--- src/sv/cnaw_pkg.sv ---
// ----------------------------------------------------------------------------
// cnaw_pkg
// Codes, header layout constants and character tables of the newc walker.
// ----------------------------------------------------------------------------
package cnaw_pkg;

	// Byte roles; the walker's region register uses the first five.
	localparam logic [2:0] ROLE_HDR  = 3'd0;
	localparam logic [2:0] ROLE_NAME = 3'd1;
	localparam logic [2:0] ROLE_NPAD = 3'd2;
	localparam logic [2:0] ROLE_DATA = 3'd3;
	localparam logic [2:0] ROLE_DPAD = 3'd4;
	localparam logic [2:0] ROLE_IGN  = 3'd5;

	// Walk status codes.
	localparam logic [2:0] STAT_WALKING = 3'd0;
	localparam logic [2:0] STAT_BAD_MAGIC = 3'd1;
	localparam logic [2:0] STAT_TRAILER = 3'd2;
	localparam logic [2:0] STAT_CLEAN_END = 3'd3;
	localparam logic [2:0] STAT_MID_ENTRY = 3'd4;

	// Header layout, in byte offsets from the start of the entry.
	localparam logic [31:0] HDR_LEN     = 32'd110;
	localparam logic [31:0] MAGIC_LEN   = 32'd6;
	localparam logic [31:0] FSIZE_FIRST = 32'd54;
	localparam logic [31:0] FSIZE_LAST  = 32'd61;
	localparam logic [31:0] NSIZE_FIRST = 32'd94;
	localparam logic [31:0] NSIZE_LAST  = 32'd101;
	localparam logic [31:0] TRAILER_LEN = 32'd10;

	typedef logic [2:0] role_t;
	typedef logic [2:0] status_t;

	// Value of one ASCII hex digit; anything else counts as zero.
	function automatic logic [3:0] hex_nibble(input logic [7:0] c);
		logic [3:0] n;
		n = 4'd0;
		if (c >= 8'h30 && c <= 8'h39) begin
			n = 4'(c - 8'h30);
		end else if (c >= 8'h61 && c <= 8'h66) begin
			n = 4'(c - 8'h57);
		end else if (c >= 8'h41 && c <= 8'h46) begin
			n = 4'(c - 8'h37);
		end
		return n;
	endfunction

	// The magic string "070701".
	function automatic logic [7:0] magic_char(input logic [2:0] idx);
		logic [7:0] c;
		case (idx)
			3'd0: c = 8'h30;
			3'd1: c = 8'h37;
			3'd2: c = 8'h30;
			3'd3: c = 8'h37;
			3'd4: c = 8'h30;
			3'd5: c = 8'h31;
			default: c = 8'h00;
		endcase
		return c;
	endfunction

	// The end-of-archive name "TRAILER!!!".
	function automatic logic [7:0] trailer_char(input logic [3:0] idx);
		logic [7:0] c;
		case (idx)
			4'd0: c = 8'h54;
			4'd1: c = 8'h52;
			4'd2: c = 8'h41;
			4'd3: c = 8'h49;
			4'd4: c = 8'h4C;
			4'd5: c = 8'h45;
			4'd6: c = 8'h52;
			4'd7: c = 8'h21;
			4'd8: c = 8'h21;
			4'd9: c = 8'h21;
			default: c = 8'h00;
		endcase
		return c;
	endfunction

endpackage

--- src/sv/cpio_newc_archive_walker.sv ---
// ----------------------------------------------------------------------------
// cpio_newc_archive_walker
// Byte-serial walker that labels every byte of a newc cpio archive image.
// ----------------------------------------------------------------------------
// The walker takes one archive byte per clock cycle on the item channel and
// returns one result word per byte on the result channel, in the cycle after the
// byte is accepted. All per-byte work (offset count, magic and trailer checks,
// hex decode of the size fields, region advance) sits in the logic between the
// walk state registers and a single result register, so a byte can be taken
// in every cycle; the result register is the only stage, and the item channel
// stalls only while that register holds a word the consumer has not taken.
// The walk stops for good on a bad magic, a TRAILER!!! name or the byte marked
// last; later bytes are reported as ignored until reset restarts the walk.
module cpio_newc_archive_walker
	import cnaw_pkg::*;
(
	input  logic        clk,
	input  logic        arst_n,
	// Archive byte channel.
	input  logic        item_valid,
	output logic        item_ready,
	input  logic [7:0]  image_byte,
	input  logic        image_last,
	// Result channel.
	output logic        result_valid,
	input  logic        result_ready,
	output logic [2:0]  byte_role,
	output logic        entry_start,
	output logic        entry_done,
	output logic [31:0] name_length,
	output logic [31:0] file_length,
	output logic [2:0]  walk_status
);

	// Walk state.
	role_t       region_q;
	logic [31:0] offset_q;
	logic [31:0] hex_acc_q;
	logic [31:0] name_len_q;
	logic [31:0] file_len_q;
	logic        trl_match_q;
	status_t     status_q;

	// Next-state values for one accepted word.
	role_t       region_d;
	logic [31:0] offset_d;
	logic [31:0] hex_acc_d;
	logic [31:0] name_len_d;
	logic [31:0] file_len_d;
	logic        trl_match_d;
	status_t     status_d;

	role_t       role_c;
	logic        start_c;
	logic        done_c;

	// Region lengths and advance helpers.
	logic [31:0] offset_inc;
	logic [31:0] cur_len;
	logic [1:0]  npad_len;
	logic [1:0]  dpad_len;
	role_t       next_region;
	logic        next_wraps;
	logic        in_size_field;

	logic        out_valid_q;
	logic        accept;

	// The result register frees up in the same cycle it is read, so the walker
	// keeps streaming at full rate as long as the consumer keeps up.
	assign item_ready = !out_valid_q || result_ready;
	assign accept     = item_valid && item_ready;

	// The name pad aligns the 110-byte header plus the name to four bytes; the
	// data pad aligns the file data. Only the low two bits of a size matter.
	assign npad_len = 2'd2 - name_len_q[1:0];
	assign dpad_len = 2'd0 - file_len_q[1:0];

	always_comb begin
		case (region_q)
			ROLE_HDR:  cur_len = HDR_LEN;
			ROLE_NAME: cur_len = name_len_q;
			ROLE_NPAD: cur_len = {30'd0, npad_len};
			ROLE_DATA: cur_len = file_len_q;
			default:   cur_len = {30'd0, dpad_len};
		endcase
	end

	// First non-empty region after the current one; when every later region
	// is empty the entry is complete and the next byte opens a new header.
	always_comb begin
		next_wraps = 1'b0;
		if (region_q < ROLE_NAME && name_len_q != 32'd0) begin
			next_region = ROLE_NAME;
		end else if (region_q < ROLE_NPAD && npad_len != 2'd0) begin
			next_region = ROLE_NPAD;
		end else if (region_q < ROLE_DATA && file_len_q != 32'd0) begin
			next_region = ROLE_DATA;
		end else if (region_q < ROLE_DPAD && dpad_len != 2'd0) begin
			next_region = ROLE_DPAD;
		end else begin
			next_region = ROLE_HDR;
			next_wraps  = 1'b1;
		end
	end

	assign offset_inc    = offset_q + 32'd1;
	assign in_size_field = (offset_q >= FSIZE_FIRST && offset_q <= FSIZE_LAST) ||
		(offset_q >= NSIZE_FIRST && offset_q <= NSIZE_LAST);

	always_comb begin
		region_d    = region_q;
		offset_d    = offset_q;
		hex_acc_d   = hex_acc_q;
		name_len_d  = name_len_q;
		file_len_d  = file_len_q;
		trl_match_d = trl_match_q;
		status_d    = status_q;
		role_c      = ROLE_IGN;
		start_c     = 1'b0;
		done_c      = 1'b0;

		if (status_q == STAT_WALKING) begin
			role_c = region_q;
			if (region_q == ROLE_HDR) begin
				if (offset_q == 32'd0) begin
					start_c     = 1'b1;
					trl_match_d = 1'b1;
				end
				if (offset_q < MAGIC_LEN && image_byte != magic_char(offset_q[2:0])) begin
					status_d = STAT_BAD_MAGIC;
				end
				// Size fields are eight hex digits, most significant first.
				if (in_size_field) begin
					if (offset_q == FSIZE_FIRST || offset_q == NSIZE_FIRST) begin
						hex_acc_d = {28'd0, hex_nibble(image_byte)};
					end else begin
						hex_acc_d = {hex_acc_q[27:0], hex_nibble(image_byte)};
					end
					if (offset_q == FSIZE_LAST) begin
						file_len_d = hex_acc_d;
					end
					if (offset_q == NSIZE_LAST) begin
						name_len_d = hex_acc_d;
					end
				end
			end else if (region_q == ROLE_NAME && offset_q < TRAILER_LEN) begin
				if (image_byte != trailer_char(offset_q[3:0])) begin
					trl_match_d = 1'b0;
				end
				// A name shorter than ten bytes can never be the trailer.
				if (offset_q == TRAILER_LEN - 32'd1 && trl_match_d &&
					name_len_q >= TRAILER_LEN) begin
					status_d = STAT_TRAILER;
				end
			end

			if (status_d == STAT_WALKING) begin
				if (offset_inc >= cur_len) begin
					region_d = next_region;
					offset_d = 32'd0;
					done_c   = next_wraps;
				end else begin
					offset_d = offset_inc;
				end
				if (image_last) begin
					if (region_d == ROLE_HDR && offset_d == 32'd0) begin
						status_d = STAT_CLEAN_END;
					end else begin
						status_d = STAT_MID_ENTRY;
					end
				end
			end
		end
	end

	always_ff @(posedge clk or negedge arst_n) begin
		if (!arst_n) begin
			region_q    <= ROLE_HDR;
			offset_q    <= 32'd0;
			hex_acc_q   <= 32'd0;
			name_len_q  <= 32'd0;
			file_len_q  <= 32'd0;
			trl_match_q <= 1'b1;
			status_q    <= STAT_WALKING;
		end else if (accept) begin
			region_q    <= region_d;
			offset_q    <= offset_d;
			hex_acc_q   <= hex_acc_d;
			name_len_q  <= name_len_d;
			file_len_q  <= file_len_d;
			trl_match_q <= trl_match_d;
			status_q    <= status_d;
		end
	end

	always_ff @(posedge clk or negedge arst_n) begin
		if (!arst_n) begin
			out_valid_q <= 1'b0;
		end else if (accept) begin
			out_valid_q <= 1'b1;
		end else if (result_ready) begin
			out_valid_q <= 1'b0;
		end
	end

	// Result payload; it only loads on an accepted byte, so a stalled word holds.
	logic [2:0]  role_q;
	logic        start_q;
	logic        done_q;
	logic [31:0] name_out_q;
	logic [31:0] file_out_q;
	logic [2:0]  status_out_q;

	always_ff @(posedge clk) begin
		if (accept) begin
			role_q       <= role_c;
			start_q      <= start_c;
			done_q       <= done_c;
			name_out_q   <= name_len_d;
			file_out_q   <= file_len_d;
			status_out_q <= status_d;
		end
	end

	assign result_valid = out_valid_q;
	assign byte_role    = role_q;
	assign entry_start  = start_q;
	assign entry_done   = done_q;
	assign name_length  = name_out_q;
	assign file_length  = file_out_q;
	assign walk_status  = status_out_q;

endmodule

--- config.mk ---
export PLATFORM = sky130hd
export DESIGN_NAME = cpio_newc_archive_walker
export DESIGN_NICKNAME = d
export VERILOG_FILES = /design/src/sv/cnaw_pkg.sv /design/src/sv/cpio_newc_archive_walker.sv
export SDC_FILE = /design/constraint.sdc
export NUM_CORES = 1
export LEC_CHECK = 0
export BUFFER_PORTS_ARGS = -buffer_cell sky130_fd_sc_hd__clkbuf_2
export CAP_MARGIN = 20
export CORE_ASPECT_RATIO = 0.9
export CORE_MARGIN = 3
export CORE_UTILIZATION = 65
export CTS_BUF_LIST = sky130_fd_sc_hd__clkbuf_16
export CTS_CLUSTER_DIAMETER = 40
export CTS_CLUSTER_SIZE = 14
export DETAILED_ROUTE_END_ITERATION = 10
export PLACE_DENSITY = 0.85
export SLEW_MARGIN = 20
export SYNTH_ARGS = -nofsm -noshare
export SYNTH_HDL_FRONTEND = slang
export SYNTH_SLANG_ARGS = --single-unit
--- constraint.sdc ---
create_clock -name clk -period 9.4 [get_ports clk]
set_input_delay 0.94 -clock clk [delete_from_list [all_inputs] [get_ports clk]]
set_output_delay 0.94 -clock clk [all_outputs]
set_load 0.1 [all_outputs]
==> Word level (Yosys, flattened, before mapping) <==
Memory sizes are Yosys's and may differ from the RTL's.
Index checks and enable logic that the tools add are counted.
{ "classes": {"mux": 49, "n_eq_ne": 16, "order_cmp": 18, "n_reduce_logical": 39, "add_sub_neg": 6, "n_bitwise": 3} }
{ "op_table": {"columns": ["operator", "n"], "rows": [
  ["32-bit 2-to-1 mux", 12],
  ["32-bit one-hot mux with 4 select lines", 1],
  ["32-bit by 6-bit equality test with 1-bit output, second input constant", 2],
  ["32-bit by 7-bit equality test with 1-bit output, second input constant", 2],
  ["32-bit zero test", 2],
  ["32-bit nonzero test", 2],
  ["3-bit 2-to-1 mux", 16],
  ["8-bit 2-to-1 mux", 5],
  ["32-bit by 1-bit adder with 32-bit output, second input constant", 1],
  ["32-bit by 4-bit equality test with 1-bit output, second input constant", 1],
  ["32-bit greater-or-equal comparator", 1],
  ["32-bit by 4-bit greater-or-equal comparator with 1-bit output, second input constant", 1],
  ["32-bit by 6-bit greater-or-equal comparator with 1-bit output, second input constant", 1],
  ["32-bit by 7-bit greater-or-equal comparator with 1-bit output, second input constant", 1],
  ["32-bit by 6-bit <= comparator with 1-bit output, second input constant", 1],
  ["32-bit by 7-bit <= comparator with 1-bit output, second input constant", 1],
  ["32-bit by 3-bit less-than comparator with 1-bit output, second input constant", 1],
  ["32-bit by 4-bit less-than comparator with 1-bit output, second input constant", 1],
  ["6-bit one-hot mux with 3 select lines", 1],
  ["8-bit by 7-bit greater-or-equal comparator with 1-bit output, second input constant", 2],
  ["8-bit by 7-bit <= comparator with 1-bit output, second input constant", 2],
  ["8-bit inequality test", 2],
  ["1-bit logical AND", 15],
  ["3-bit zero test", 5],
  ["other kinds (25)", 52]
]} }
{ "totals": {"word_cells": 146, "reg_bits": 204, "mem_bits_ro": 112, "n_memories": 1} }
{ "mem_list": {"columns": ["memory", "depth", "width", "rd", "rd_clocked_by_memory_dff", "write_ports", "line", "rtl"], "rows": [
  ["(no name shown)", 16, 7, 1, 0, 0, "cnaw_pkg.sv:66", "case (idx)"]
]} }

==> Depth between registers and ports, before layout <==
Gate-level depths: netlist (run 1).
{ "logic_depth": {"depth_word": 25, "mapped_depth": 18, "depth_no_buf": 15} }

==> Worst setup path before layout (run 1) <==
No wires, ideal clock.
{ "synth_path": {"path_type": "input-to-reg", "start": "input result_ready", "end": "register file_len_q[1]", "path_stages": 7, "arrival_ps": 4262, "slack_ps": 5005, "required_time_ps": 9267, "path_cell_list": "nand2b_1 > and2_1 > nand2b_1 > clkbuf_1 > clkbuf_1 > nand2_1 > o21ai_1"} }
{ "synth_between": {"elab_chain_cells": 2} }
{ "synth_lines": {"columns": ["element", "line", "rtl"], "rows": [
  ["from (decl)", "cpio_newc_archive_walker.sv:26", "input logic result_ready,"],
  ["1-bit logical OR", "cpio_newc_archive_walker.sv:71", "assign item_ready = !out_valid_q || result_ready;"],
  ["1-bit logical AND", "cpio_newc_archive_walker.sv:72", "assign accept = item_valid && item_ready;"],
  ["named net accept", "cpio_newc_archive_walker.sv:67", "logic accept;"],
  ["to (signal assigned)", "cpio_newc_archive_walker.sv:191", "file_len_q <= file_len_d;"],
  ["to (decl)", "cpio_newc_archive_walker.sv:40", "logic [31:0] file_len_q;"]
]} }
The timed path passes the listed nets, and every way through them passes these cells.
A chain may end at the register's enable or synchronous reset.

==> Worst setup path in the final report (run 1) <==
{ "layout_path": {"start": "register offset_q[1]", "end": "register status_out_q[1], in the netlist walk_status[1], data pin"} }
{ "layout_between": {"elab_chain_cells": 18, "elab_cells_between_ends": 49} }
{ "layout_lines": {"columns": ["element", "line", "rtl"], "rows": [
  ["from (decl)", "cpio_newc_archive_walker.sv:37", "logic [31:0] offset_q;"],
  ["from (signal assigned)", "cpio_newc_archive_walker.sv:188", "offset_q <= offset_d;"],
  ["branches (longest 16 deep; another with 32-bit by 1-bit adder with 32-bit output)", null, null],
  ["3-bit 2-to-1 mux *", "cpio_newc_archive_walker.sv:158", "if (status_d == STAT_WALKING) begin"],
  ["3-bit 2-to-1 mux *", "cpio_newc_archive_walker.sv:123", "if (status_q == STAT_WALKING) begin"],
  ["named net status_d[1]", "cpio_newc_archive_walker.sv:51", "status_t status_d;"],
  ["to (signal assigned)", "cpio_newc_archive_walker.sv:222", "status_out_q <= status_d;"],
  ["to (decl)", "cpio_newc_archive_walker.sv:213", "logic [2:0] status_out_q;"]
]} }
Mark *: on every way through the listed nets, which the timed path passes. The select of a mux whose other input is x is not followed.

==> metrics.md, run 1 <==
| Metric | Value |
|---|---|
| Num CTS Buffers | 25 |
| Adder-Cell Fraction of Synth Area | 5.24% |
| Ys flop type | dfrtp_1 |
| Unrepaired setup endpoints after global routing | false |
| VDD IR max | 0.127 mV |
| PortBufs | 86 |
| Placement Setup Slack | 4360 ps |
| Biggest cell delay along the critical path | 750 ps |
| Crit Path Class | flip-flop to flip-flop |
| Vias in the first global route | 8536 |
| Pleak | 5.35 nW |
| Combinational family with the most area after synthesis | simple AND/OR/NAND/NOR gates |
| Clock Latency Late Sink | 510 ps |
| CTS root buffer | clkbuf_16 |
| Simple-gate share of the synthesized area | 20.5% |
| Synth Register Bits | 204 |
| Ys async rst share | 64.7% |
| CTS tree | yes |
| Post-CTS setup buffer count | 0 |
| Core region area | 16400 um^2 |
| Post-synth EDFFs | 72 |
| I/O pin count | 87 |
| Setup TNS | 0 ps |
| Synth Area per Inst | 9.39 um^2 |
| H-tree depth | 1 |
| Routability cong. | 0.939 |
| Startpoint types | flip-flop |
| Total power | 0.00212 W |
| Gr ovfl total | 0 |
| Hold Fails Final Rpt | 0 |
| Setup WS post-layout | 4190 ps |
| Yosys top cell by area | dfrtp_1 |
| Die width | 143 um |
| Largest net degree at the start of global routing | 69 |
| Residual DRC count | 0 |
| # rows | 44 |
| Clock skew | 16.8 ps |
| Fin nets | 1272 |
| Slew Limit Fails | 0 |
| Ratio of cells with drive above 1 in the final layout | 13.0% |
| DIE AREA | 18500 um^2 |
| DR iter-0 viols | 950 |
| Top cell type's share of synthesized area | 29.8% |
| Initial antenna violation count | 0 |
| First-pass GRT wire length | 45000 um |
| Synth top cells by count | 237 x nand2_1, 131 x dfrtp_1, 123 x o21ai_1 |
| Final setup viols | 0 |
| Via density | 6.40 |
| Register area share after synthesis | 49.7% |
| Max clock buf depth | 3 |
| Detail Route Antenna Nets | 0 |
| Final period utilization | 55.4% |
| Status | finished clean |
| Crit-path cells | ha_1 -> nand3_1 -> nor2_2 -> nand4_1 -> xnor2_1 -> ha_1 -> and4_1 -> a221o_1 -> a2111oi_0 -> o21ai_2 -> buf_4 -> and3_1 -> a2111oi_1 -> nor2_1 |
| Ys Warns | 0 |
| Dpl hpwl | 18400 um |
| WL/cell | 19.2 um |
| Slowest cell on crit path | a2111oi_0 |
| Fillers | 1140 |
| Yosys cell types | 76 |
| CTS clk-pin slew, worst paths | 60 ps |
| Starting Density | 67.2% |
| Clock period minus worst slack | 5210 ps |
| Via count | 9203 |
| Area growth from synthesis to layout | 11.5% |
| Complex-gate fraction of the synthesized area | 16.4% |
| Chip height | 129 um |
| Net Count, Synth | 1230 |
| # hold bufs at CTS | 0 |
| Resized cells post-CTS | 0 |
| Critical Path AT | 5440 ps |
| Most frequent CP cell | ha_1 |
| Most numerous cell in the Yosys netlist | nand2_1 |
| Top cells by area, synth | dfrtp_1 30%, edfxtp_1 20%, nand2_1 8.1% |
| PwrDens | 173 nW/um^2 |
| Worst slew pin tran | 998 ps |
| DRT Wirelength | 27600 um |
| Worst Path Required | 9640 ps |
| Max Clk Rate | 192 MHz |
| CP Capture Type | flip-flop |
| Mapped Cells | 1171 |
| Mux cell area share after synthesis | 1.17% |
| Num Clock Sinks | 204 |
| Class of the worst hold path | flip-flop to flip-flop |
| Critical Path Fanout Max | 36 |
| Synth Area in XOR/XNOR | 3.11% |
| First-pass DRT Iterations | 6 |
| GRT Util Overall | 30.3% |
| Cell Area, Synth | 11000 um^2 |
| Relative slew slack | 33.5% |
| Diode count | 0 |
| Max-Cap Viols | 0 |
[report_power, final]
group	internal, W	switching, W	leakage (nW)
Sequential	0.000959	0.0000238	2.39
Combinational	0.0000334	0.000180	2.54
Clock	0.000541	0.000385	0.417
[worst max-delay path, delay by kind of cell, from the launching register on]
| kind | cells | cell delay (ps) |
|---|---|---|
| flip-flops | 1 | 650 |
| XOR/XNOR | 1 | 300 |
| AO/OA/AOI/OAI | 4 | 1610 |
| adder cells (fa/ha/maj) | 2 | 620 |
| buffers and inverters | 1 | 280 |
| AND/OR/NAND/NOR | 6 | 1440 |
[sequential cells by signal, summed over array words and instances, names as in the netlist, 3 cells and up]
register,count
status_q,3
file_len_q,32
region_q,3
file_length,32
name_len_q,32
offset_q,32
walk_status,3
hex_acc_q,28
byte_role,3
name_length,32
[cells by family (layout without fill, tap and decap cells)]
group                      after synthesis  in the layout
xor gates and xnor gates                39             39
DFF                                    204            204
adders and majority gates               46             46
and+or+nand+nor                        462            462
AOI/OAI and AO/OA                      304            304
buffers and inverters                  104            164
muxes                                   12             12
[layer usage]
layer,global-route usage (%),part of all wire (%),up-vias,wire (um)
met2,45.7,45,413,12500
li1,-,-,4307,-
met3,5.90,8.7,70,2390
met4,9.17,2.9,0,797
met1,45.1,43,4413,11900
met5,0,0,-,0
[final cells by class]
| type | instances | area [um^2] | share of cell area [%] |
|---|---|---|---|
| flip-flops and latches | 204 | 5470 | 44.6 |
| multi-input cells | 863 | 5130 | 41.8 |
| clock buffers | 26 | 651 | 5.31 |
| repair buffers | 98 | 523 | 4.27 |
| well taps | 207 | 259 | 2.11 |
| clock inverters | 19 | 155 | 1.27 |
| inverters | 21 | 78.8 | 0.643 |
[cells in the final DEF (no fill, tap or decap), drive strengths merged, types with 5 or more instances in the layout]
cell type	n
and2	7
dfrtp	131
nor2	39
and3	15
mux2i	5
o21ai	187
nor4	24
nand2b	31
nor2b	6
a21oi	23
a211o	6
nor3	17
nand2	237
edfxtp	72
a21o	7
clkbuf	111
mux2	7
buf	13
and4	8
nand3	21
o31ai	16
xor2	17
a22oi	29
inv	34
a211oi	5
nor4b	5
o21bai	5
nand4	21
xnor2	22
ha	46
nor3b	5
or2	6
[stage by stage]
stage | instance area (um^2) | instances | utilization [%] | hold slack, ps
after global routing | 12300 | 1438 | 75.0 | 503
final | 12300 | 1438 | 75.0 | 481
after detailed placement | 11400 | 1393 | 70.0 | 470
after global placement | 11400 | 1393 | 70.0 | 461
after CTS | 12300 | 1438 | 74.9 | 483
after floorplan | 11000 | 1171 | - | 450
[worst paths after layout]
kind,start,end,slack [ps],cells past startpoint
worst max-delay path,offset_q[1]$_DFFE_PN0P_,walk_status[1]$_DFFE_PP_,4190,14
worst max register to register,offset_q[1]$_DFFE_PN0P_,walk_status[1]$_DFFE_PP_,4190,14
worst min-delay path,hex_acc_q[21]$_DFFE_PN0P_,hex_acc_q[21]$_DFFE_PN0P_,480,2
max in group asynchronous,arst_n,offset_q[22]$_DFFE_PN0P_,7410,2
min in group asynchronous,arst_n,status_q[0]$_DFFE_PN0P_,540,1
worst min register to register,hex_acc_q[21]$_DFFE_PN0P_,hex_acc_q[21]$_DFFE_PN0P_,480,2
Note: power is estimated with default switching activity, not from simulation.
==> run 2, diff against run 1 <==
Settings changed: ABC_AREA from default to 1, CORE_UTILIZATION 65 to 61, PLACE_DENSITY 0.85 to 0.81.
Clock period 9.4 ns to 5.2 ns, I/O delays scaled along.
==> metrics.md, run 2 <==
| Metric | Value |
|---|---|
| Status | finished clean |
| Critical Path Fanout Max | 27 |
| I/O pin count | 87 |
| Post-DP Area | 12200 um^2 |
| Dpl hpwl | 22700 um |
| Slew Limit Fails | 0 |
| Detail Route Antenna Nets | 0 |
| Gr ovfl total | 0 |
| Ys Warns | 0 |
| Yosys cell types | 42 |
| VDD IR max | 0.263 mV |
| Residual DRC count | 0 |
| Final Instance Area | 13100 um^2 |
| Final setup viols | 0 |
| Most numerous cell in the Yosys netlist | nand2_1 |
| Clock Power Share | 36.0% |
| Worst slew pin tran | 947 ps |
| PortBufs | 86 |
| Clock skew | 20.9 ps |
| Die width | 151 um |
| Max Clk Rate | 221 MHz |
| Fin util | 70.7% |
| Most common cell after layout, fill and taps aside | nand2_1 |
| Leading cell types in the layout, fill and taps excluded | 408 x nand2_1, 192 x inv_1, 143 x o21ai_0 |
| Crit Path Class | flip-flop to flip-flop |
| Chip height | 137 um |
| Hold_ws | 70.8 ps |
| Multi-input logic area | 5100 um^2 |
| Yosys top cell by area | dfrtp_1 |
| Ys flop type | dfrtp_1 |
| Top cells by area, synth | dfrtp_1 28%, edfxtp_1 19%, nand2_1 13% |
| Num Clock Sinks | 204 |
| Switching pwr | 0.00187 W |
| Resized cells post-CTS | 0 |
| Starting Density | 62.5% |
| Net Count, Synth | 1542 |
| Fillers | 1436 |
| Worst Path Required | 5490 ps |
| Setup TNS | 0 ps |
| Final period utilization | 87.2% |
| Reg power frac | 39.7% |
| Max-Cap Viols | 0 |
| Clock period minus worst slack | 4530 ps |
| Fin nets | 1618 |
| Critical Path AT | 4820 ps |
| CTS clk-pin slew, worst paths | 60 ps |
| Max clock buf depth | 3 |
| Post-CTS setup buffer count | 0 |
| CTS tree | yes |
| Hold Fails Final Rpt | 0 |
| Ratio of cells with drive above 1 in the final layout | 10.8% |
| Largest net degree at the start of global routing | 106 |
| Diode count | 0 |
| Startpoint types | flip-flop |
| Cell Area, Synth | 11500 um^2 |
| Num CTS Buffers | 27 |
| Unrepaired setup endpoints after global routing | false |
| First-pass GRT wire length | 51300 um |
| Combinational power share | 24.3% |
| Relative slew slack | 36.8% |
| Synth top cells by count | 408 x nand2_1, 188 x inv_1, 143 x o21ai_0 |
| First-pass DRT Iterations | 8 |
| DRT Wirelength | 31700 um |
| Pleak | 5.79 nW |
| Register area share after synthesis | 47.3% |
| Mapped Cells | 1483 |
| Storage cell area | 5470 um^2 |
| Area growth from synthesis to layout | 13.0% |
| Vias in the first global route | 10.0k |
| Synth Register Bits | 204 |
| Initial antenna violation count | 0 |
| H-tree depth | 1 |
| Sw Share | 36.6% |
| DIE AREA | 20600 um^2 |
| # hold bufs at CTS | 0 |
| DR iter-0 viols | 1212 |
| CTS root buffer | clkbuf_16 |
| Via count | 10.6k |
| Ys async rst share | 64.7% |
| Top cell type's share of synthesized area | 28.4% |
| Synth Area per Inst | 7.79 um^2 |
| # rows | 47 |
| Class of the worst hold path | primary input to async pin |
| Via density | 5.79 |
| Clock Latency Late Sink | 540 ps |
| Int Power | 0.00323 W |
| CP Capture Type | flip-flop |
| WL/cell | 17.3 um |
| Post-synth EDFFs | 72 |
| GRT Util Overall | 31.4% |
| PwrDens | 390 nW/um^2 |
| Routability cong. | 0.994 |
| Core region area | 18500 um^2 |
[run 2: power by group through the flow]
stage | registers (W) | logic, W | clock network [W]
detailed placement | 0.00205 | 0.00121 | 0
global placement | 0.00204 | 0.00119 | 0
global route | 0.00204 | 0.00133 | 0.00193
floorplan | 0.00258 | 0.000416 | 0
finish | 0.00203 | 0.00124 | 0.00183
CTS | 0.00202 | 0.00122 | 0.00185
[run 2: stage by stage]
stage	std cells	setup slack (ps)	power (W)
floorplan	1483	221	0.00299
global placement	1775	935	0.00323
CTS	1825	781	0.00510
detailed placement	1775	880	0.00326
finish	1825	667	0.00510
global route	1825	366	0.00530
[run 2: final timing paths]
path                            depth (start not counted)                          to  slack (ps)                        from
worst min register to register                          2  file_len_q[26]$_DFFE_PN0P_         490  file_len_q[26]$_DFFE_PN0P_
max in group asynchronous                               2    offset_q[15]$_DFFE_PN0P_        3970                      arst_n
min in group clk                                        4    result_valid$_DFFE_PN0P_         280                result_ready
worst max-delay path                                   23    walk_status[1]$_DFFE_PP_         670     region_q[2]$_DFFE_PN0P_
worst max register to register                         23    walk_status[1]$_DFFE_PP_         670     region_q[2]$_DFFE_PN0P_
worst min-delay path                                    1    offset_q[26]$_DFFE_PN0P_          70                      arst_n
[run 2: layout make-up]
| type | instances | area share [%] |
|---|---|---|
| clock buffer | 29 | 5.56 |
| clock inverter | 21 | 1.34 |
| inverter | 197 | 5.74 |
| multi-input combinational | 1030 | 39.0 |
| sequential | 204 | 41.9 |
| tap | 245 | 2.35 |
| timing repair buffer | 99 | 4.09 |
[run 2: cell families after synthesis]
logic type | synth area share (%)
compound gates | 13.4
flops | 47.3
fa+ha+maj | 4.98
simple gates | 24.0
buf+inv | 8.53
xor+xnor | 1.74
[run 2: routing by layer]
layer  wire length (um)  track usage [%]  share of wire, %  vias to the layer above
met5                  0                0                 0                        -
met4                715             8.91               2.3                        0
met3               3080             5.63               9.7                       68
met2              14400             48.3                45                      559
met1              13500             46.1                43                     4910
li1                   -                -                 -                     5029
[run 2: critical path: stages (launching register included)]
cell and delay [ps]:
dfrtp_1 430, nor2_1 140, inv_1 140, nor2_1 190
clkinv_1 640, o22ai_1 480, inv_1 100, ha_1 300
a21oi_1 140, o21ai_0 90, nand2_1 70, nand2_1 60
a21oi_2 150, buf_4 220, nand2_1 140, clkinv_1 130
buf_4 240, nand2_1 150, nand3_1 120, nor2_1 60
nand3_1 100, nand2_1 70, nand2_1 60, nand2_1 60
